--- src/rtl/lrs_pkg.sv ---
// Package for the keyed rate sampler: beat, entry and control types,
// register codes and the shared window test.
// No dependencies.
package lrs_pkg;

    localparam int WAYS   = 256;
    localparam int WAY_W  = 8;
    localparam int CNT_W  = 9;
    localparam int KEY_W  = 64;
    localparam int TIME_W = 40;
    localparam int TOT_W  = 32;
    localparam int HITS_W = 16;
    localparam int CFG_W  = 32;
    localparam int IDX_W  = 3;

    typedef struct packed {
        logic [KEY_W-1:0]  key_hash;
        logic [TIME_W-1:0] timestamp_ms;
    } evt_t;

    typedef struct packed {
        logic [1:0]       capture_mode;
        logic [TOT_W-1:0] total_seen;
    } res_t;

    typedef struct packed {
        logic [KEY_W-1:0]  key;
        logic [TOT_W-1:0]  total;
        logic [TIME_W-1:0] window_start;
        logic [HITS_W-1:0] win_hits;
        logic [TIME_W-1:0] last_full;
    } entry_data_t;

    typedef struct packed {
        logic        valid;
        entry_data_t data;
    } entry_t;

    typedef struct packed {
        logic             upd;
        logic             hit;
        logic [WAY_W-1:0] hit_idx;
        logic             kill;
        logic [CNT_W-1:0] kill_idx;
    } cell_ctl_t;

    typedef struct packed {
        logic [31:0] window_length_ms;
        logic [15:0] full_limit;
        logic [15:0] reduced_limit;
        logic [31:0] resample_period_ms;
        logic [8:0]  stripe_capacity;
    } cfg_t;

    typedef enum logic [IDX_W-1:0] {
        REG_WINDOW_LEN  = 3'd0,
        REG_FULL_LIMIT  = 3'd1,
        REG_REDUCED_LIM = 3'd2,
        REG_RESAMPLE    = 3'd3,
        REG_CAPACITY    = 3'd4
    } cfg_reg_t;

    typedef enum logic [1:0] {
        MODE_FULL       = 2'd0,
        MODE_REDUCED    = 2'd1,
        MODE_COUNT_ONLY = 2'd2
    } mode_t;

    typedef enum logic [1:0] {
        ST_IDLE,
        ST_CMP,
        ST_UPD
    } state_t;

    // True when the stamp is unset or at least period ms have gone by
    function automatic logic elapsed(input logic [TIME_W-1:0] stamp,
                                     input logic [TIME_W-1:0] now,
                                     input logic [31:0]       period);
        logic [TIME_W-1:0] diff;
        diff = now - stamp;
        if (stamp == '0)
            return 1'b1;
        else if (now < stamp)
            return 1'b0;
        else
            return diff >= {{(TIME_W-32){1'b0}}, period};
    endfunction

endpackage

--- src/rtl/lrs_cell.sv ---
// One way of the recency-ordered chain: stores an entry, compares its key
// and takes its neighbor's entry on a shift. Depends on lrs_pkg.
module lrs_cell
    import lrs_pkg::*;
(
    input  logic             clk,
    input  logic             rst_n,
    input  logic [WAY_W-1:0] way_idx,
    input  cell_ctl_t        ctl,
    input  entry_t           head,
    input  entry_t           prev,
    input  logic [KEY_W-1:0] cmp_key,
    output entry_t           entry,
    output logic             match
);

    logic        valid_reg;
    logic        valid_next;
    entry_data_t data_reg;
    logic        take;
    entry_t      src;

    // Shift on a miss, or up to the hit way on a hit; way 0 takes the head
    always_comb
    begin
        take = ctl.upd && (!ctl.hit || (way_idx <= ctl.hit_idx));
        src  = (way_idx == '0) ? head : prev;
        valid_next = valid_reg;
        if (take)
            valid_next = src.valid;
        if (ctl.upd && ctl.kill && ({1'b0, way_idx} == ctl.kill_idx))
            valid_next = 1'b0;
    end

    always_ff @(posedge clk or negedge rst_n)
    begin
        if (!rst_n)
            valid_reg <= 1'b0;
        else
            valid_reg <= valid_next;
    end

    always_ff @(posedge clk)
    begin
        if (take)
            data_reg <= src.data;
    end

    assign entry.valid = valid_reg;
    assign entry.data  = data_reg;
    assign match       = valid_reg && (data_reg.key == cmp_key);

endmodule

--- config.mk ---
export PLATFORM = sky130hd
export DESIGN_NAME = lrs_cell
export DESIGN_NICKNAME = d
export VERILOG_FILES = /design/src/rtl/lrs_pkg.sv /design/src/rtl/lrs_cell.sv
export SDC_FILE = /design/constraint.sdc
export NUM_CORES = 1
export LEC_CHECK = 0
export BUFFER_PORTS_ARGS = -buffer_cell sky130_fd_sc_hd__buf_2
export CAP_MARGIN = 10
export CORE_AREA = 2 2 261 263
export DETAILED_ROUTE_END_ITERATION = 7
export DIE_AREA = 0 0 263 265
export GPL_ROUTABILITY_DRIVEN = 0
export SLEW_MARGIN = 40
export SYNTH_ARGS = -nofsm -noshare
export SYNTH_HDL_FRONTEND = slang
export SYNTH_SLANG_ARGS = --single-unit
--- constraint.sdc ---
create_clock -name clk -period 1.6 [get_ports clk]
set_input_delay 0.24 -clock clk [delete_from_list [all_inputs] [get_ports clk]]
set_output_delay 0.24 -clock clk [all_outputs]
set_load 0.005 [all_outputs]
## After elaboration in Yosys (flattened, before gate mapping)

Index checks and enable logic that the tools add are counted.

- Register bits: 193
- Bits in latches: 0
- RAM bits: 0
- ROM bits: 0
- Input bits: 480
- Word-level logic and storage cells: 20
- Memories kept: 0

- $add $sub $neg: 0
- Multipliers: 0
- Div/mod/pow operators: 0
- $lt $le $gt $ge: 1
- Eq/ne operators: 2
- Shifts and indexed selects: 0
- Multiplexer cells: 3
- Bitwise gates (word level): 0
- Reduce and logical (&&, ||, !) cells: 8

Operators by type and width:

| cell | number |
|---|---|
| $mux 193 | 1 |
| $eq 64x64->1 | 1 |
| $eq 8x9->1 | 1 |
| $le 8x8->1 | 1 |
| $logic_not 8->1 | 1 |
| $logic_and 1x1->1 | 4 |
| $mux 1 | 2 |
| $reduce_bool 2->1 | 1 |
| $logic_not 1->1 | 1 |
| $logic_or 1x1->1 | 1 |

## Depth between registers and ports, before layout

- Depth after elaboration: 5
- Depth in mapped cells: 7

## Worst setup path before layout

OpenSTA, ideal clock, no wires.

- Path kind: input to register
- From: input port ctl[17] in the netlist's numbering
- To: register valid_reg
- Setup time: 0.533 ns
- Arrival: 9.255 ns
- Slack: -8.189 ns
- Stages on the path: 7
- Path buffers: 0
- Path through: inv_1 > ha_1 > nand4_1 > o21ai_0 > o21ai_0 > nor2_1 > a211oi_1

- Word-level cells in the longest chain between the ends: 4

RTL lines:

| element | line | text |
|---|---|---|
| start, declared | lrs_cell.sv:9 | `input cell_ctl_t ctl,` |
| $le 8x8->1 | lrs_cell.sv:26 | `take = ctl.upd && (!ctl.hit \|\| (way_idx <= ctl.hit_idx));` |
| $logic_or 1x1->1 | lrs_cell.sv:26 |  |
| $logic_and 1x1->1 | lrs_cell.sv:26 |  |
| named net take | lrs_cell.sv:20 | `logic take;` |
| $reduce_bool 2->1 (no line) | - |  |
| end signal, assigned | lrs_cell.sv:40 | `valid_reg <= valid_next;` |
| end, declared | lrs_cell.sv:17 | `logic valid_reg;` |

The timed path passes the listed nets, and every way through them passes these cells.
A chain may end at the register's enable or synchronous reset.

## Worst setup path after layout

- From: register data_reg, in the netlist entry[147]
- To: output port match

- Word-level cells in the longest chain between the ends: 2

RTL lines:

| element | line | text |
|---|---|---|
| start, declared | lrs_cell.sv:19 | `entry_data_t data_reg;` |
| start signal, assigned | lrs_cell.sv:46 | `data_reg <= src.data;` |
| $eq 64x64->1 | lrs_cell.sv:51 | `assign match = valid_reg && (data_reg.key == cmp_key);` |
| $logic_and 1x1->1 | lrs_cell.sv:51 |  |
| end, declared | lrs_cell.sv:14 | `output logic match` |

No other way between the ends.

==> results by group <==
Status
  – Outcome: finished, violations left
  – Failing checks: negative setup slack

Worst setup path
  – Worst path bufs/invs: 1
  – Reg2Reg Launch Point: valid_reg$_DFFE_PN0P_
  – Reg2Reg Capture Point: valid_reg$_DFFE_PN0P_
  – CP delay by family, top: simple AND/OR/NAND/NOR gates
  – Critical Path AT: 2.22 ns
  – CP startpoint kind: register
  – Crit path max fanout: 2
  – CP dominant cell by count: nand4_1
  – Slowest cell on the critical path: edfxtp_1
  – WS Path Type: reg -> out
  – R2R Setup Slk: 0.67 ns
  – R2R depth: 3
  – Crit-path cells: xnor2_1, nand4_1, nor2_1, nand4_1, nor4_2, buf_2
  – Critical path required time: 1.36 ns
  – Stages on the worst setup path: 6
  – Crit path capture type: output port
  – Max stage delay on crit path: 0.41 ns

Timing
  – Final Critical Period: 2.46 ns
  – Slew @ Worst Pin: 0.410 ns
  – RSZ-0062 raised after global routing: yes
  – Max_slew headroom: 0.727
  – Final setup vio count: 1
  – Crit share post-route: 1.54
  – Fmax: 406 MHz
  – PnR worst setup slack: -0.861 ns
  – Max Slew Vio Count: 0
  – Clock skew: 0 ns
  – Hold WS: 0.0514 ns
  – Final Hold Fails: 0

Worst hold path
  – Hold path endpoint: entry[160]$_DFFE_PP_
  – Min-delay worst type: in -> reg
  – Worst Hold Path Cells: 2
  – Min-delay src: head[160]

Synth
  – Seq/Total Area, Yosys: 0.602
  – Top_reg_cell synth: edfxtp_1
  – Mapped Area: 9620 µm²
  – Syn nets: 1041
  – Most frequent cell after synthesis: edfxtp_1
  – Synth Register Bits: 193
  – Synth cell count leaders: edfxtp_1 (192), mux2_4 (100), mux2_1 (70)
  – Yosys warnings: 0
  – Synth top area share: 0.599
  – Synth cell types: 32
  – Async S/R FF share, synth: 0.00518
  – Syn avg cell area: 17.4 µm²
  – Synth area leader: edfxtp_1
  – Post-synth EDFFs: 192
  – Synth top area cells: edfxtp_1 (60%), mux2_4 (16%), mux2_1 (8.2%), xnor2_1 (2.9%), mux2_2 (2.6%)
  – Post-synthesis instance total: 553

Drt
  – Drt wl/cell: 20.0 µm
  – Vias post-DR: 8324
  – Residual DRC count: 0
  – Antenna viol nets, final: 0
  – Via/cell ratio: 3.66
  – Drt first pass iters: 4
  – DRT Wirelength: 45400 µm
  – Drt first-iter violations: 353

Power and ir drop
  – Pwr Density: 851 nW/µm²
  – Flop pwr share: 0.471
  – Clock power frac: 0.330
  – Internal power: 9.88 mW
  – Sw frac: 0.280
  – Static Leakage: 7.40 nW
  – Combinational share of power: 0.198
  – Net Switching: 3.85 mW
  – Peak supply drop: 0.000747 V
  – Total power: 13.7 mW

Placement
  – Placed Cells: 2183
  – PortBufs: 673
  – Placed inst area: 14900 µm²
  – Post-DP HPWL: 38000 µm

Global routing
  – Global-route congestion overflow total: 0
  – First-pass GRT wire length: 61300 µm
  – Initial antenna violation count: 35
  – Pin count of the biggest net entering global routing: 63
  – Vias in the first global route: 9012
  – Global Route Usage Sum: 0.124

Clock network
  – Clk sinks: 193
  – H-tree depth: 4
  – Root buf cell: clkbuf_16
  – CTS tree: yes
  – Clock Tree Buf Depth: 2
  – Reg clk slew, reported paths: 0.08 ns
  – Clock latency on the worst-skew pair: 0.48 ns
  – CTS Buf Count: 17

Final layout
  – Non-Filler Instances: 2274
  – Final Net Count: 1865
  – Finished Cell Area: 16100 µm²
  – # fillers: 7076
  – Layout cells sized above 1: 0.696
  – Layout area overhead: 67.8%
  – Largest register FFs: 192
  – Post-Route Utilization: 0.242

Floorplanning
  – Die Y: 265 µm
  – Initial core utilization: 0.144
  – Die area: 69700 µm²
  – Core ar.: 66800 µm²
  – Die W: 263 µm
  – Row Count: 95
  – # IOs: 674

Run
  – Number of max-cap violations: 0
==> how the worst max path moves through the flow <==
stage,start,to,slack [ns]
after floorplan,ctl[17],entry[0]$_DFFE_PP_,-2.59
after global placement,entry[141]$_DFFE_PP_,match,-0.51
after detailed placement,ctl[17],entry[163]$_DFFE_PP_,-0.49
after CTS,entry[166]$_DFFE_PP_,match,-0.91
after global routing,entry[161]$_DFFE_PP_,match,-0.95
final,entry[147]$_DFFE_PP_,match,-0.86
==> worst register-to-register path: stages (launching register included) <==
cell and delay, ns:
dfrtp_1 0.41, buf_4 0.15, o21ba_2 0.22, a211oi_1 0.04
==> metrics by stage <==
| stage | setup slack, ns | TNS, ns |
|---|---|---|
| 2_1_floorplan | -2.59 | -499.71 |
| 3_3_place_gp | -0.511 | -152.84 |
| 3_5_place_dp | -0.487 | -160.60 |
| 4_1_cts | -0.906 | -0.906 |
| 5_1_grt | -0.952 | -2.44 |
| 6_report | -0.861 | -0.861 |
==> cells by family (layout without fill, tap and decap cells) <==
logic type / Yosys count / after routing / share of synthesized area
buffers and inverters: 44 / 881 / 0.0319
AOI/OAI and AO/OA: 23 / 23 / 0.0172
muxes: 193 / 193 / 0.265
adders and majority gates: 8 / 8 / 0.0104
xor gates and xnor gates: 59 / 59 / 0.0537
and+or+nand+nor: 33 / 33 / 0.0202
DFF: 193 / 193 / 0.602
other: 0 / 11 / 0
==> cells in the final DEF (no fill, tap or decap), types with 11 or more instances in the layout <==
| master | count |
|---|---|
| buf_2 | 672 |
| edfxtp_1 | 192 |
| mux2_4 | 100 |
| buf_4 | 97 |
| mux2_1 | 70 |
| dlygate4sd3_1 | 41 |
| xnor2_1 | 29 |
| xor2_1 | 27 |
| mux2_2 | 22 |
| clkbuf_16 | 18 |
| inv_1 | 15 |
| buf_12 | 15 |
| nand4_1 | 13 |
| diode_2 | 11 |
==> power by group through the flow <==
stage	Sequential (mW)	Combinational [mW]	Clock [mW]
after floorplan	6.62	0.693	0
after global placement	6.58	2.54	0
after detailed placement	6.58	2.57	0
after CTS	6.48	2.69	4.81
after global routing	6.53	2.93	4.97
final	6.47	2.72	4.54
==> cell type report <==
class                      instances  area [µm²]  share of cell area
clock buffer                      17         425              0.0264
antenna                           11        27.5             0.00171
multi-input combinational        316        3680               0.228
sequential                       193        5790               0.359
inverter                          22        97.6             0.00605
timing repair buffer             827        4840               0.300
tap                              873        1090              0.0677
clock inverter                    15         184              0.0114
==> what timing repair did <==
| action | in CTS | in global routing |
|---|---|---|
| endpoints found under the setup margin | 1 | 54 |
| setup buffers | 2 | 3 |
| hold buffers | 41 | 0 |
| pin swaps | 3 | 6 |
| cloned | 0 | 2 |
| endpoints found under the hold margin | 34 | 0 |
| gates resized for setup | 4 | 13 |
==> routing by layer <==
layer	vias to the layer above	share of wire	GRT usage
met5	-	0.0018	0
met4	12	0.034	0.0500
met3	97	0.097	0.0523
met2	520	0.50	0.223
met1	3899	0.36	0.128
li1	3796	-	-
No activity file was read; power rests on OpenSTA's default activity.
