`config.mk`:
```
export PLATFORM = sky130hd
export DESIGN_NAME = lrs_update
export DESIGN_NICKNAME = d
export VERILOG_FILES = /design/src/rtl/lrs_pkg.sv /design/src/rtl/lrs_update.sv
export SDC_FILE = /design/constraint.sdc
export NUM_CORES = 1
export LEC_CHECK = 0
export BUFFER_PORTS_ARGS = -buffer_cell sky130_fd_sc_hd__buf_2
export CORE_AREA = 8 8 227 229
export DETAILED_ROUTE_END_ITERATION = 7
export DIE_AREA = 0 0 235 237
export GPL_ROUTABILITY_DRIVEN = 1
export GPL_TIMING_DRIVEN = 0
export PLACE_DENSITY = 0.57
export SYNTH_ARGS = -nofsm -noshare
export SYNTH_HDL_FRONTEND = slang
export SYNTH_SLANG_ARGS = --single-unit
export TNS_END_PERCENT = 30
```
`constraint.sdc`:
```
create_clock -name vclk -period 11.15
set_input_delay 0.5575 -clock vclk [all_inputs]
set_output_delay 0.5575 -clock vclk [all_outputs]
set_load 0.1 [all_outputs]
```
`src/rtl/lrs_pkg.sv`:
```
// Package for the keyed rate sampler: beat, entry and control types,
// register codes and the shared window test.
// No dependencies.
package lrs_pkg;

    localparam int WAYS   = 256;
    localparam int WAY_W  = 8;
    localparam int CNT_W  = 9;
    localparam int KEY_W  = 64;
    localparam int TIME_W = 40;
    localparam int TOT_W  = 32;
    localparam int HITS_W = 16;
    localparam int CFG_W  = 32;
    localparam int IDX_W  = 3;

    typedef struct packed {
        logic [KEY_W-1:0]  key_hash;
        logic [TIME_W-1:0] timestamp_ms;
    } evt_t;

    typedef struct packed {
        logic [1:0]       capture_mode;
        logic [TOT_W-1:0] total_seen;
    } res_t;

    typedef struct packed {
        logic [KEY_W-1:0]  key;
        logic [TOT_W-1:0]  total;
        logic [TIME_W-1:0] window_start;
        logic [HITS_W-1:0] win_hits;
        logic [TIME_W-1:0] last_full;
    } entry_data_t;

    typedef struct packed {
        logic        valid;
        entry_data_t data;
    } entry_t;

    typedef struct packed {
        logic             upd;
        logic             hit;
        logic [WAY_W-1:0] hit_idx;
        logic             kill;
        logic [CNT_W-1:0] kill_idx;
    } cell_ctl_t;

    typedef struct packed {
        logic [31:0] window_length_ms;
        logic [15:0] full_limit;
        logic [15:0] reduced_limit;
        logic [31:0] resample_period_ms;
        logic [8:0]  stripe_capacity;
    } cfg_t;

    typedef enum logic [IDX_W-1:0] {
        REG_WINDOW_LEN  = 3'd0,
        REG_FULL_LIMIT  = 3'd1,
        REG_REDUCED_LIM = 3'd2,
        REG_RESAMPLE    = 3'd3,
        REG_CAPACITY    = 3'd4
    } cfg_reg_t;

    typedef enum logic [1:0] {
        MODE_FULL       = 2'd0,
        MODE_REDUCED    = 2'd1,
        MODE_COUNT_ONLY = 2'd2
    } mode_t;

    typedef enum logic [1:0] {
        ST_IDLE,
        ST_CMP,
        ST_UPD
    } state_t;

    // True when the stamp is unset or at least period ms have gone by
    function automatic logic elapsed(input logic [TIME_W-1:0] stamp,
                                     input logic [TIME_W-1:0] now,
                                     input logic [31:0]       period);
        logic [TIME_W-1:0] diff;
        diff = now - stamp;
        if (stamp == '0)
            return 1'b1;
        else if (now < stamp)
            return 1'b0;
        else
            return diff >= {{(TIME_W-32){1'b0}}, period};
    endfunction

endpackage

```
`src/rtl/lrs_update.sv`:
```
// Entry update and capture decision for the selected way.
// Depends on lrs_pkg.
module lrs_update
    import lrs_pkg::*;
(
    input  logic              hit,
    input  entry_data_t       hit_data,
    input  logic [KEY_W-1:0]  key,
    input  logic [TIME_W-1:0] now,
    input  cfg_t              cfg,
    output entry_data_t       new_data,
    output mode_t             mode
);

    entry_data_t base;
    entry_data_t upd;

    always_comb
    begin
        // Start from the hit entry, or a zeroed one on a miss
        if (hit)
            base = hit_data;
        else
            base = '0;
        base.key = key;
        upd = base;

        // Saturating total
        if (upd.total != '1)
            upd.total = upd.total + 1'b1;

        // Roll the window when unset or expired
        if (elapsed(upd.window_start, now, cfg.window_length_ms))
        begin
            upd.window_start = now;
            upd.win_hits     = '0;
        end
        if (upd.win_hits != '1)
            upd.win_hits = upd.win_hits + 1'b1;

        // Decide the capture mode
        if (elapsed(upd.last_full, now, cfg.resample_period_ms) ||
            (upd.win_hits <= cfg.full_limit))
        begin
            upd.last_full = now;
            mode = MODE_FULL;
        end
        else if (upd.win_hits <= cfg.reduced_limit)
            mode = MODE_REDUCED;
        else
            mode = MODE_COUNT_ONLY;

        new_data = upd;
    end

endmodule

```
### Word level (Yosys, flattened, before mapping)

Cells that the tools add are included.

| storage, ports and cells | value |
|---|---|
| word-level logic and storage cells | 26 |
| register bits after elaboration | 0 |
| output and inout port bits | 194 |
| input port bits | 402 |

| cells by class | value |
|---|---|
| add/subtract/negate cells | 4 |
| muxes and demuxes | 11 |
| eq/ne operators | 2 |
| reductions and logical operators | 3 |
| $lt $le $gt $ge | 6 |

Operators with widths:

| operator | count |
|---|---|
| 2-to-1 mux 128 bit | 1 |
| >= comparator 40 x 32 -> 1 bit | 2 |
| zero test 40 bit | 2 |
| < comparator 40 bit | 2 |
| subtractor 40 bit | 2 |
| 2-to-1 mux 56 bit | 1 |
| 2-to-1 mux 40 bit | 1 |
| adder 32 x 1 -> 32 bit, second input constant | 1 |
| <= comparator 16 bit | 2 |
| 2-to-1 mux 32 bit | 1 |
| inequality test 32 bit, second input constant | 1 |
| adder 16 x 1 -> 16 bit, second input constant | 1 |
| 2-to-1 mux 16 bit | 1 |
| inequality test 16 bit, second input constant | 1 |
| 2-to-1 mux 1 bit | 4 |
| 2-to-1 mux 2 bit | 2 |
| logical OR 1 bit | 1 |

### Depth between registers and ports, before layout

Gate-level depths: netlist of the first run.

| depth | value |
|---|---|
| depth after elaboration | 11 |
| gate-level depth with buffers | 50 |
| mapped depth without buffers | 39 |

### Worst setup path before layout of the first run

No wires, ideal clock.

| timing path | value |
|---|---|
| path type | input port to output port |
| start point | input hit |
| end point | output mode[0] |
| data required time | 10593 ps |
| cell stages on the path | 46 |
| slack | -4789 ps |
| data arrival time | 15382 ps |
| buffers on the path | 9 |
| cell sequence | buf_2 -> buf_2 -> buf_2 -> clkbuf_1 -> clkbuf_1 -> clkbuf_1 -> clkbuf_1 -> nand2_1 -> ha_1 -> and3_1 -> a211oi_1 -> a21oi_1 -> o21ai_1 -> o21bai_1 -> a21oi_1 -> o21ai_0 -> xor2_1 -> ha_1 -> (+10 left out) -> and2_1 -> ha_1 -> nand2_1 -> nor4_1 -> and3_1 -> clkbuf_1 -> nand2_1 -> o311ai_0 -> ha_1 -> nand3_1 -> o221ai_1 -> a21o_1 -> a21o_1 -> a21o_1 -> a21o_1 -> a21oi_1 -> a31oi_1 -> a211oi_1 |

RTL lines:

| item | line | source |
|---|---|---|
| start: declaration | lrs_update.sv:6 | `input logic hit,` |
| end: declaration | lrs_update.sv:12 | `output mode_t mode` |

==> impl_metrics.sql, run 1 <==
INSERT INTO impl_metrics (metric_group, metric, value, unit) VALUES
('place', 'place_ws', '-1.099', 'ns'),
('die', 'starting_density', '24.01', '%'),
('drt', 'drt_first_iter_violations', '1044', ''),
('die', 'die_area', '55700', 'um^2'),
('layout', 'layout.filler_cells', '5338', ''),
('worst_setup_path', 'critical-path-slowest-cell', 'sky130_fd_sc_hd__or4bb_4', ''),
('timing', 'slew_headroom', '19.88', '%'),
('timing', 'maxClockFrequency', '96.34', 'MHz'),
('grt', 'global_route.usage.total', '20.18', '%'),
('worst_setup_path', 'setup.worst_path.class', 'in -> out', ''),
('job', 'drv_cap', '0', ''),
('worst_setup_path', 'critical_path.startpoint_type', 'input pin', ''),
('logic_synthesis', 'syn-mean-instance-area', '6.572', 'um^2'),
('worst_hold_path', 'holdCritPathClass', 'in -> out', ''),
('drt', 'drt_pass1_iterations', '6', ''),
('grt', 'largest_net_degree_at_the_start_of_global_routing', '11', ''),
('power_and_ir_drop', 'switching_power', '1.021', 'mW'),
('logic_synthesis', 'post_synth_top_area_share', '19.48', '%'),
('layout', 'clock_buffer_count', '0', ''),
('layout', 'final_area', '15170', 'um^2'),
('worst_setup_path', 'critical_path_peak_fanout', '19', ''),
('grt', 'wire_length_of_the_first_global_routing_pass', '90.16', 'mm'),
('power_and_ir_drop', 'power.clock.fraction', '0', '%'),
('layout', 'utilization', '31.51', '%'),
('timing', 'timing_hold_violations_final', '0', ''),
('die', 'pin_count', '596', ''),
('place', 'post-place-cells', '2839', ''),
('place', 'io_buffer_count', '458', ''),
('layout', 'area_added_between_synthesis_and_finish', '31.22', '%'),
('drt', 'totalWireLength', '60.68', 'mm'),
('place', 'estimated_wirelength_of_the_detail_placed_design', '53.46', 'mm'),
('power_and_ir_drop', 'power.internal', '396.7', 'uW'),
('timing', 'grt_setup_unrepaired', 'no', ''),
('power_and_ir_drop', 'power.ir.vdd_worst', '0.08065', 'mV'),
('layout', 'post_route_cells_drive_above_1_share', '27.55', '%'),
('drt', 'ant_nets', '0', ''),
('worst_setup_path', 'cp-end-kind', 'output pin', ''),
('logic_synthesis', 'synth.top_cells.by_area', 'sky130_fd_sc_hd__ha_1, sky130_fd_sc_hd__nand2_1, sky130_fd_sc_hd__inv_1', ''),
('drt', 'post-route-drc-count', '0', ''),
('timing', 'fin_ws', '0.7705', 'ns'),
('drt', 'drt-vias-per-instance', '5.224', ''),
('layout', 'fin_nets', '2811', ''),
('logic_synthesis', 'synth_sequential_area_ratio', '0', '%'),
('die', 'die_width', '235', 'um'),
('drt', 'post_drt_wl_per_cell', '21.28', 'um'),
('layout', 'register_area', '0', 'um^2'),
('timing', 'setup_viol', '0', ''),
('power_and_ir_drop', 'power-per-cell-area', '93.47', 'nW/um^2'),
('logic_synthesis', 'post_synth_num_cell_types', '68', ''),
('timing', 'tightestPinTransition', '1.191', 'ns'),
('place', 'post_dp_cell_area', '14900', 'um^2'),
('clocking', 'cts_hold_fix_bufs', '0', ''),
('grt', 'via_count_of_the_first_global_routing_pass', '15040', ''),
('grt', 'grt_overflow', '0', ''),
('status', 'run_status', 'completed', ''),
('logic_synthesis', 'synth_largest_area_cell', 'sky130_fd_sc_hd__ha_1', ''),
('layout', 'layout.cells.non_filler', '2851', ''),
('place', 'final_weighted_congestion_in_routability_driven_placement', '0.9385', ''),
('worst_hold_path', 'cells_on_worst_hold_path', '2', ''),
('worst_setup_path', 'cp_data_arrival_time', '9.82', 'ns'),
('layout', 'design.seq.count', '0', ''),
('power_and_ir_drop', 'p_leak', '7.398', 'nW'),
('timing', 'setup_total_negative_slack', '0', 'ns'),
('power_and_ir_drop', 'switching_share', '72.02', '%'),
('logic_synthesis', 'synth_fp_nets', '2343', ''),
('timing', 'final_max_slew_viol_count', '0', ''),
('logic_synthesis', 'ys_warn_count', '0', ''),
('timing', 'final_period_minus_worst_setup_slack', '10.38', 'ns'),
('die', 'cell_rows', '81', ''),
('die', 'die_y', '237', 'um'),
('die', 'core-area', '48140', 'um^2'),
('power_and_ir_drop', 'power.sequential.fraction', '0', '%'),
('logic_synthesis', 'syn_area', '11560', 'um^2'),
('grt', 'antenna_found_initial', '3', ''),
('drt', 'route.vias.total', '14890', ''),
('worst_setup_path', 'crit_required', '10.59', 'ns'),
('logic_synthesis', 'gate_count_after_technology_mapping', '1759', ''),
('worst_setup_path', 'highest_cell_delay_on_the_worst_timing_path', '0.51', 'ns'),
('timing', 'timing.final.crit_share', '93.09', '%'),
('power_and_ir_drop', 'combinationalPowerShare', '100.0', '%');
kinds of logic after synthesis:
kind of cell	count (synthesis)	synth area share (%)
AO/OA/AOI/OAI	485	27.77
AND/OR/NAND/NOR	641	28.17
multiplexers	43	3.756
adder cells (fa/ha/maj)	182	19.83
buffers and inverters	305	12.66
XOR/XNOR	103	7.804
final timing paths:
check,startpoint,endpoint,slack (ns)
min,key[58],new_data[186],1.50
max,hit,new_data[28],0.77
routing by layer:
layer	track usage [%]	vias to the layer above	wire, um
li1	-	7293	-
met1	25.87	7023	26400
met2	36.14	515	29930
met3	1.430	63	2679
met4	5.251	0	1679
met5	0	-	0
power groups by stage:
stage                     combinational (mW)     clock, mW  sequential, mW
final                                   1.42  0.0000000350               0
after global routing                    1.51  0.0000000240               0
after CTS                               1.41             0               0
after detailed placement                1.38             0               0
after global placement                  1.37             0               0
after floorplan                         1.05             0               0
worst max-delay path, delay by kind of cell:
kind            cells  cell delay [ns]
simple gates       13             2.48
fa+ha+maj           4             0.99
buf+inv            10             2.02
compound gates     20             3.50
xor+xnor            1             0.15
cells in the mapped netlist, types with 4 or more instances:
cell,number
sky130_fd_sc_hd__or2_2,4
sky130_fd_sc_hd__nor2_1,84
sky130_fd_sc_hd__a31oi_1,11
sky130_fd_sc_hd__o21bai_1,8
sky130_fd_sc_hd__nand4_1,57
sky130_fd_sc_hd__nand3_1,34
sky130_fd_sc_hd__buf_2,9
sky130_fd_sc_hd__nor3_1,61
sky130_fd_sc_hd__or4_1,6
sky130_fd_sc_hd__o211a_1,5
sky130_fd_sc_hd__a211oi_1,22
sky130_fd_sc_hd__a221oi_1,42
sky130_fd_sc_hd__o221ai_1,9
sky130_fd_sc_hd__o21ai_0,107
sky130_fd_sc_hd__ha_1,180
sky130_fd_sc_hd__o21a_1,19
sky130_fd_sc_hd__xnor2_1,66
sky130_fd_sc_hd__nand2_1,187
sky130_fd_sc_hd__a21o_1,55
sky130_fd_sc_hd__and3_1,20
sky130_fd_sc_hd__buf_6,9
sky130_fd_sc_hd__nor4_1,19
sky130_fd_sc_hd__buf_4,64
sky130_fd_sc_hd__o31ai_1,8
sky130_fd_sc_hd__nand2b_1,13
sky130_fd_sc_hd__nor2b_1,10
sky130_fd_sc_hd__inv_1,158
sky130_fd_sc_hd__a21oi_1,112
sky130_fd_sc_hd__o211ai_1,50
sky130_fd_sc_hd__xor2_1,37
sky130_fd_sc_hd__and2_1,84
sky130_fd_sc_hd__clkbuf_1,65
sky130_fd_sc_hd__mux2i_1,40
sky130_fd_sc_hd__or3_1,50
stage by stage:
| stage | power [mW] | hold WS, ns |
|---|---|---|
| final | 1.418 | 1.500 |
| after floorplan | 1.045 | 1.327 |
| after CTS | 1.408 | 1.500 |
| after detailed placement | 1.382 | 1.501 |
| after global routing | 1.511 | 1.502 |
| after global placement | 1.366 | 1.501 |
final cells by class:
class	instances	area, um^2	area share, %
Tap cell	622	778.2	5.131
Timing Repair Buffer	468	2481	16.36
Inverter	158	593.1	3.910
Buffer	145	967.2	6.376
Antenna cell	4	10.01	0.06599
Multi-Input combinational cell	1454	10340	68.16
cells in the final DEF, fill, tap and decap left out, drive strengths merged, types with 22 or more instances in the layout:
cell | Yosys | final
a21o | 55 | 55
nand3 | 34 | 34
o21ai | 109 | 109
nor2 | 84 | 84
a21oi | 112 | 112
o211ai | 50 | 50
ha | 180 | 180
xnor2 | 66 | 66
clkbuf | 65 | 63
nand4 | 57 | 57
buf | 82 | 550
a211oi | 22 | 22
and2 | 84 | 84
mux2i | 40 | 40
xor2 | 37 | 37
a221oi | 42 | 42
or3 | 50 | 50
nand2 | 187 | 187
inv | 158 | 158
nor3 | 61 | 61
repair_timing:
item                       4_1_cts  5_1_grt
hold endpoints to repair         0        0
buffers inserted                 3        7
pin swaps                        4        6
gates resized for setup         55       17
setup endpoints to repair       42       42
No activity file was read; power rests on OpenSTA's default activity.
==> run 2: changes to the inputs <==
- CORE_AREA: 8 8 227 229 -> 8 8 226 228
- DIE_AREA: 0 0 235 237 -> 0 0 234 236
- PLACE_DENSITY: 0.57 -> 0.55
- clock period: 11.15 -> 13.3 ns (I/O delays scaled with it)
==> impl_metrics.sql, run 2 (same netlist as run 1, synthesis figures left out) <==
INSERT INTO impl_metrics (metric_group, metric, value, unit) VALUES
('timing', 'setup_viol', '0', ''),
('timing', 'maxClockFrequency', '80.59', 'MHz'),
('worst_setup_path', 'crit_required', '12.64', 'ns'),
('layout', 'register_area', '0', 'um^2'),
('drt', 'ant_nets', '0', ''),
('power_and_ir_drop', 'p_leak', '7.257', 'nW'),
('die', 'starting_density', '24.42', '%'),
('layout', 'most-common-layout-cells', 'sky130_fd_sc_hd__buf_2, sky130_fd_sc_hd__nand2_1, sky130_fd_sc_hd__ha_1, sky130_fd_sc_hd__inv_1, sky130_fd_sc_hd__a21oi_1', ''),
('layout', 'design.seq.count', '0', ''),
('worst_setup_path', 'critical_path.startpoint_type', 'input pin', ''),
('clocking', 'cts_hold_fix_bufs', '0', ''),
('job', 'drv_cap', '0', ''),
('grt', 'grt_overflow', '0', ''),
('layout', 'layout_commonest_cell', 'sky130_fd_sc_hd__buf_2', ''),
('timing', 'setup_total_negative_slack', '0', 'ns'),
('worst_hold_path', 'holdCritPathClass', 'in -> out', ''),
('worst_setup_path', 'cp-end-kind', 'output pin', ''),
('layout', 'post_route_cells_drive_above_1_share', '25.89', '%'),
('die', 'die_y', '236', 'um'),
('place', 'io_buffer_count', '458', ''),
('drt', 'post-route-drc-count', '0', ''),
('place', 'estimated_wirelength_of_the_detail_placed_design', '53.30', 'mm'),
('die', 'core-area', '47350', 'um^2'),
('drt', 'drt-vias-per-instance', '5.298', ''),
('layout', 'layout.cells.non_filler', '2838', ''),
('timing', 'tightestPinTransition', '0.9744', 'ns'),
('worst_setup_path', 'crit_path_frequent_cell', 'sky130_fd_sc_hd__buf_2', ''),
('place', 'post_dp_cell_area', '14650', 'um^2'),
('worst_setup_path', 'critical-path-slowest-cell', 'sky130_fd_sc_hd__or4bb_1', ''),
('grt', 'largest_net_degree_at_the_start_of_global_routing', '20', ''),
('timing', 'grt_setup_unrepaired', 'no', ''),
('die', 'pin_count', '596', ''),
('timing', 'timing.final.crit_share', '93.29', '%'),
('status', 'run_status', 'completed', ''),
('place', 'post-place-cells', '2833', ''),
('grt', 'global_route.usage.total', '20.48', '%'),
('layout', 'clock_buffer_count', '0', ''),
('die', 'cell_rows', '80', ''),
('power_and_ir_drop', 'power', '1.167', 'mW'),
('worst_setup_path', 'highest_cell_delay_on_the_worst_timing_path', '0.43', 'ns'),
('drt', 'drt_pass1_iterations', '6', ''),
('timing', 'timing_hold_violations_final', '0', ''),
('timing', 'fin_hold_ws', '1.715', 'ns'),
('place', 'final_weighted_congestion_in_routability_driven_placement', '0.9572', ''),
('drt', 'route.vias.total', '15040', ''),
('worst_setup_path', 'setup.worst_path.class', 'in -> out', ''),
('die', 'die_area', '55220', 'um^2'),
('die', 'die_width', '234', 'um'),
('grt', 'antenna_found_initial', '6', ''),
('grt', 'via_count_of_the_first_global_routing_pass', '15100', ''),
('drt', 'drt_first_iter_violations', '1015', ''),
('power_and_ir_drop', 'power-per-cell-area', '78.97', 'nW/um^2'),
('worst_setup_path', 'critical_path_peak_fanout', '28', ''),
('drt', 'post_drt_wl_per_cell', '21.25', 'um'),
('timing', 'final_max_slew_viol_count', '0', ''),
('grt', 'wire_length_of_the_first_global_routing_pass', '90.05', 'mm'),
('worst_setup_path', 'cp_data_arrival_time', '11.74', 'ns'),
('drt', 'totalWireLength', '60.30', 'mm'),
('timing', 'final_period_minus_worst_setup_slack', '12.41', 'ns'),
('layout', 'final_area', '14780', 'um^2'),
('power_and_ir_drop', 'power.ir.vdd_worst', '0.06741', 'mV'),
('layout', 'fin_nets', '2803', ''),
('timing', 'slew_headroom', '34.35', '%'),
('layout', 'area_added_between_synthesis_and_finish', '27.88', '%');
## run 2: final timing paths
kind	from	to	slack, ns	depth (start not counted)
worst min-delay path	key[24]	new_data[152]	1.71	2
worst max-delay path	hit	new_data[33]	0.89	49
## run 2: power by group
group / total [mW] / internal, mW / switching, mW
Sequential: 0 / 0 / 0
Clock: 0.0000000496 / 0.0000000495 / 0
Combinational: 1.17 / 0.316 / 0.851
## run 2: repair_timing
action | in CTS | in global routing
setup endpoints to repair | 43 | 42
pin swaps | 1 | 1
setup buffers | 1 | 1
gates resized for setup | 41 | 11
## run 2: worst max-delay path: cells and delay by family
family	cells	cell delay (ns)
xor+xnor	1	0.19
fa+ha+maj	4	1.19
compound gates	22	4.09
buf+inv	10	2.83
simple gates	12	2.71
## run 2: cell type report
type / instances / area [um^2]
inverter: 158 / 593.1
antenna: 6 / 15.01
fill: 5292 / 32560
timing repair buffer: 461 / 2367
multi-input combinational: 1454 / 10150
buffer: 144 / 889.6
tap: 615 / 769.5
## run 2: metal layers
layer | global-route usage, % | routed length, um | vias to the layer above
met2 | 36.31 | 29520 | 567
li1 | - | - | 7270
met5 | 0 | 0 | -
met1 | 25.95 | 26010 | 7115
met4 | 5.798 | 1781 | 0
met3 | 1.740 | 2988 | 83
## run 2: per-stage QoR
| stage | setup WS, ns | utilization, % |
|---|---|---|
| after global routing | 0.02265 | 31.22 |
| after floorplan | 0.1119 | - |
| final | 0.8922 | 31.22 |
| after global placement | -3.353 | 30.92 |
| after CTS | 0.05630 | 31.14 |
| after detailed placement | -3.147 | 30.93 |
==> run 3: changes to the inputs <==
- REMOVE_ABC_BUFFERS: not set -> 1
==> impl_metrics.sql, run 3 (same netlist as run 1, synthesis figures left out) <==
INSERT INTO impl_metrics (metric_group, metric, value, unit) VALUES
('layout', 'utilization', '29.00', '%'),
('worst_setup_path', 'critical_path.startpoint_type', 'input pin', ''),
('power_and_ir_drop', 'power.ir.vdd_worst', '0.04216', 'mV'),
('layout', 'total_area_of_multi_input_combinational_cells', '10160', 'um^2'),
('timing', 'tightestPinTransition', '0.9565', 'ns'),
('drt', 'totalWireLength', '64.51', 'mm'),
('layout', 'most-common-layout-cells', 'sky130_fd_sc_hd__buf_2, sky130_fd_sc_hd__nand2_1, sky130_fd_sc_hd__ha_1, sky130_fd_sc_hd__inv_1, sky130_fd_sc_hd__a21oi_1', ''),
('die', 'pin_count', '596', ''),
('power_and_ir_drop', 'power-per-cell-area', '76.25', 'nW/um^2'),
('timing', 'slew_headroom', '36.09', '%'),
('drt', 'post-route-drc-count', '0', ''),
('die', 'die_width', '234', 'um'),
('timing', 'final_period_minus_worst_setup_slack', '12.55', 'ns'),
('drt', 'wl_met2', '26.25', 'mm'),
('layout', 'layout.cells.non_filler', '2642', ''),
('drt', 'drt_pass1_iterations', '5', ''),
('place', 'final_weighted_congestion_in_routability_driven_placement', '0.9765', ''),
('worst_setup_path', 'critical_path.top_delay_family', 'simple AND/OR/NAND/NOR gates', ''),
('die', 'core-area', '47350', 'um^2'),
('layout', 'layout_commonest_cell', 'sky130_fd_sc_hd__buf_2', ''),
('layout', 'post_route_cells_drive_above_1_share', '21.25', '%'),
('power_and_ir_drop', 'p_leak', '6.551', 'nW'),
('die', 'die_y', '236', 'um'),
('layout', 'design.seq.count', '0', ''),
('die', 'die_area', '55220', 'um^2'),
('grt', 'largest_net_degree_at_the_start_of_global_routing', '83', ''),
('worst_hold_path', 'holdCritPathClass', 'in -> out', ''),
('grt', 'via_count_of_the_first_global_routing_pass', '13860', ''),
('worst_setup_path', 'critical-path-slowest-cell', 'sky130_fd_sc_hd__buf_2', ''),
('worst_setup_path', 'crit_required', '12.64', 'ns'),
('grt', 'grt_overflow', '0', ''),
('worst_setup_path', 'cp-end-kind', 'output pin', ''),
('timing', 'timing_hold_violations_final', '0', ''),
('timing', 'final_max_slew_viol_count', '0', ''),
('drt', 'drt-vias-per-instance', '5.472', ''),
('power_and_ir_drop', 'power', '1.047', 'mW'),
('die', 'cell_rows', '80', ''),
('drt', 'top_layer', 'met5', ''),
('timing', 'grt_setup_unrepaired', 'no', ''),
('worst_setup_path', 'critical_path_peak_fanout', '82', ''),
('drt', 'ant_nets', '0', ''),
('drt', 'route.vias.total', '14460', ''),
('grt', 'global_route.usage.total', '21.57', '%'),
('place', 'post-place-cells', '2629', ''),
('layout', 'layout.filler_cells', '5301', ''),
('layout', 'clock_buffer_count', '0', ''),
('worst_setup_path', 'setup.worst_path.class', 'in -> out', ''),
('worst_setup_path', 'crit_path_frequent_cell', 'sky130_fd_sc_hd__ha_1', ''),
('layout', 'register_area', '0', 'um^2'),
('timing', 'timing.final.crit_share', '94.33', '%'),
('job', 'drv_cap', '0', ''),
('grt', 'wire_length_of_the_first_global_routing_pass', '90.78', 'mm'),
('place', 'estimated_wirelength_of_the_detail_placed_design', '56.02', 'mm'),
('timing', 'maxClockFrequency', '79.70', 'MHz'),
('drt', 'drt_first_iter_violations', '1175', ''),
('grt', 'antenna_found_initial', '18', ''),
('layout', 'fin_nets', '2605', ''),
('drt', 'met3_wirelength', '8.967', 'mm'),
('drt', 'post_drt_wl_per_cell', '24.42', 'um'),
('die', 'starting_density', '24.42', '%'),
('worst_setup_path', 'cp_data_arrival_time', '11.88', 'ns'),
('timing', 'fin_hold_ws', '1.331', 'ns'),
('layout', 'area_added_between_synthesis_and_finish', '18.76', '%'),
('worst_setup_path', 'highest_cell_delay_on_the_worst_timing_path', '0.52', 'ns'),
('drt', 'routedLengthMet1', '27.25', 'mm'),
('status', 'run_status', 'completed', ''),
('worst_setup_path', 'critPathBufInv', '6', ''),
('place', 'io_buffer_count', '395', ''),
('timing', 'setup_viol', '0', '');
==> run 3: per-stage QoR <==
| step | TNS (ns) | worst slack [ns] | instance area, um^2 |
|---|---|---|---|
| after floorplan | -314.99 | -8.992 | 10690 |
| after global placement | -461.87 | -11.32 | 13440 |
| after detailed placement | -2.490 | -0.2228 | 13620 |
| after CTS | 0 | 0.1042 | 13620 |
| after global routing | 0 | 0.1212 | 13720 |
| final | 0 | 0.7537 | 13730 |
==> run 3: area by class of cell <==
cell class,count,area share (%)
inverter,158,4.320
tap,615,5.605
multi-input combinational,1455,74.03
antenna,8,0.1458
timing repair buffer,406,15.89
==> run 3: final timing paths <==
path | startpoint | to | cells past startpoint
worst min-delay path | key[60] | new_data[188] | 0
worst max-delay path | hit | new_data[4] | 44
==> run 3: what timing repair did <==
action                                  CTS  global route
resized for setup                         1            14
endpoints found under the setup margin   18            40
pin swaps                                 0             3
hold buffers                              0             0
gates cloned                              0             1
setup buffers                             0             4
==> run 3: report_power, final <==
part	total, mW	internal [mW]	switching, mW	leakage, nW
registers	0	0	0	0
logic	1.05	0.293	0.754	6.55
clock network	0.0000000805	0.0000000805	0	0.0000507
total	1.05	0.293	0.754	6.55
==> run 3: layer usage <==
layer,up-vias,GRT usage (%)
met3,85,12.04
met5,-,7.622
met4,30,3.414
li1,6882,-
met1,6766,26.88
met2,693,31.80
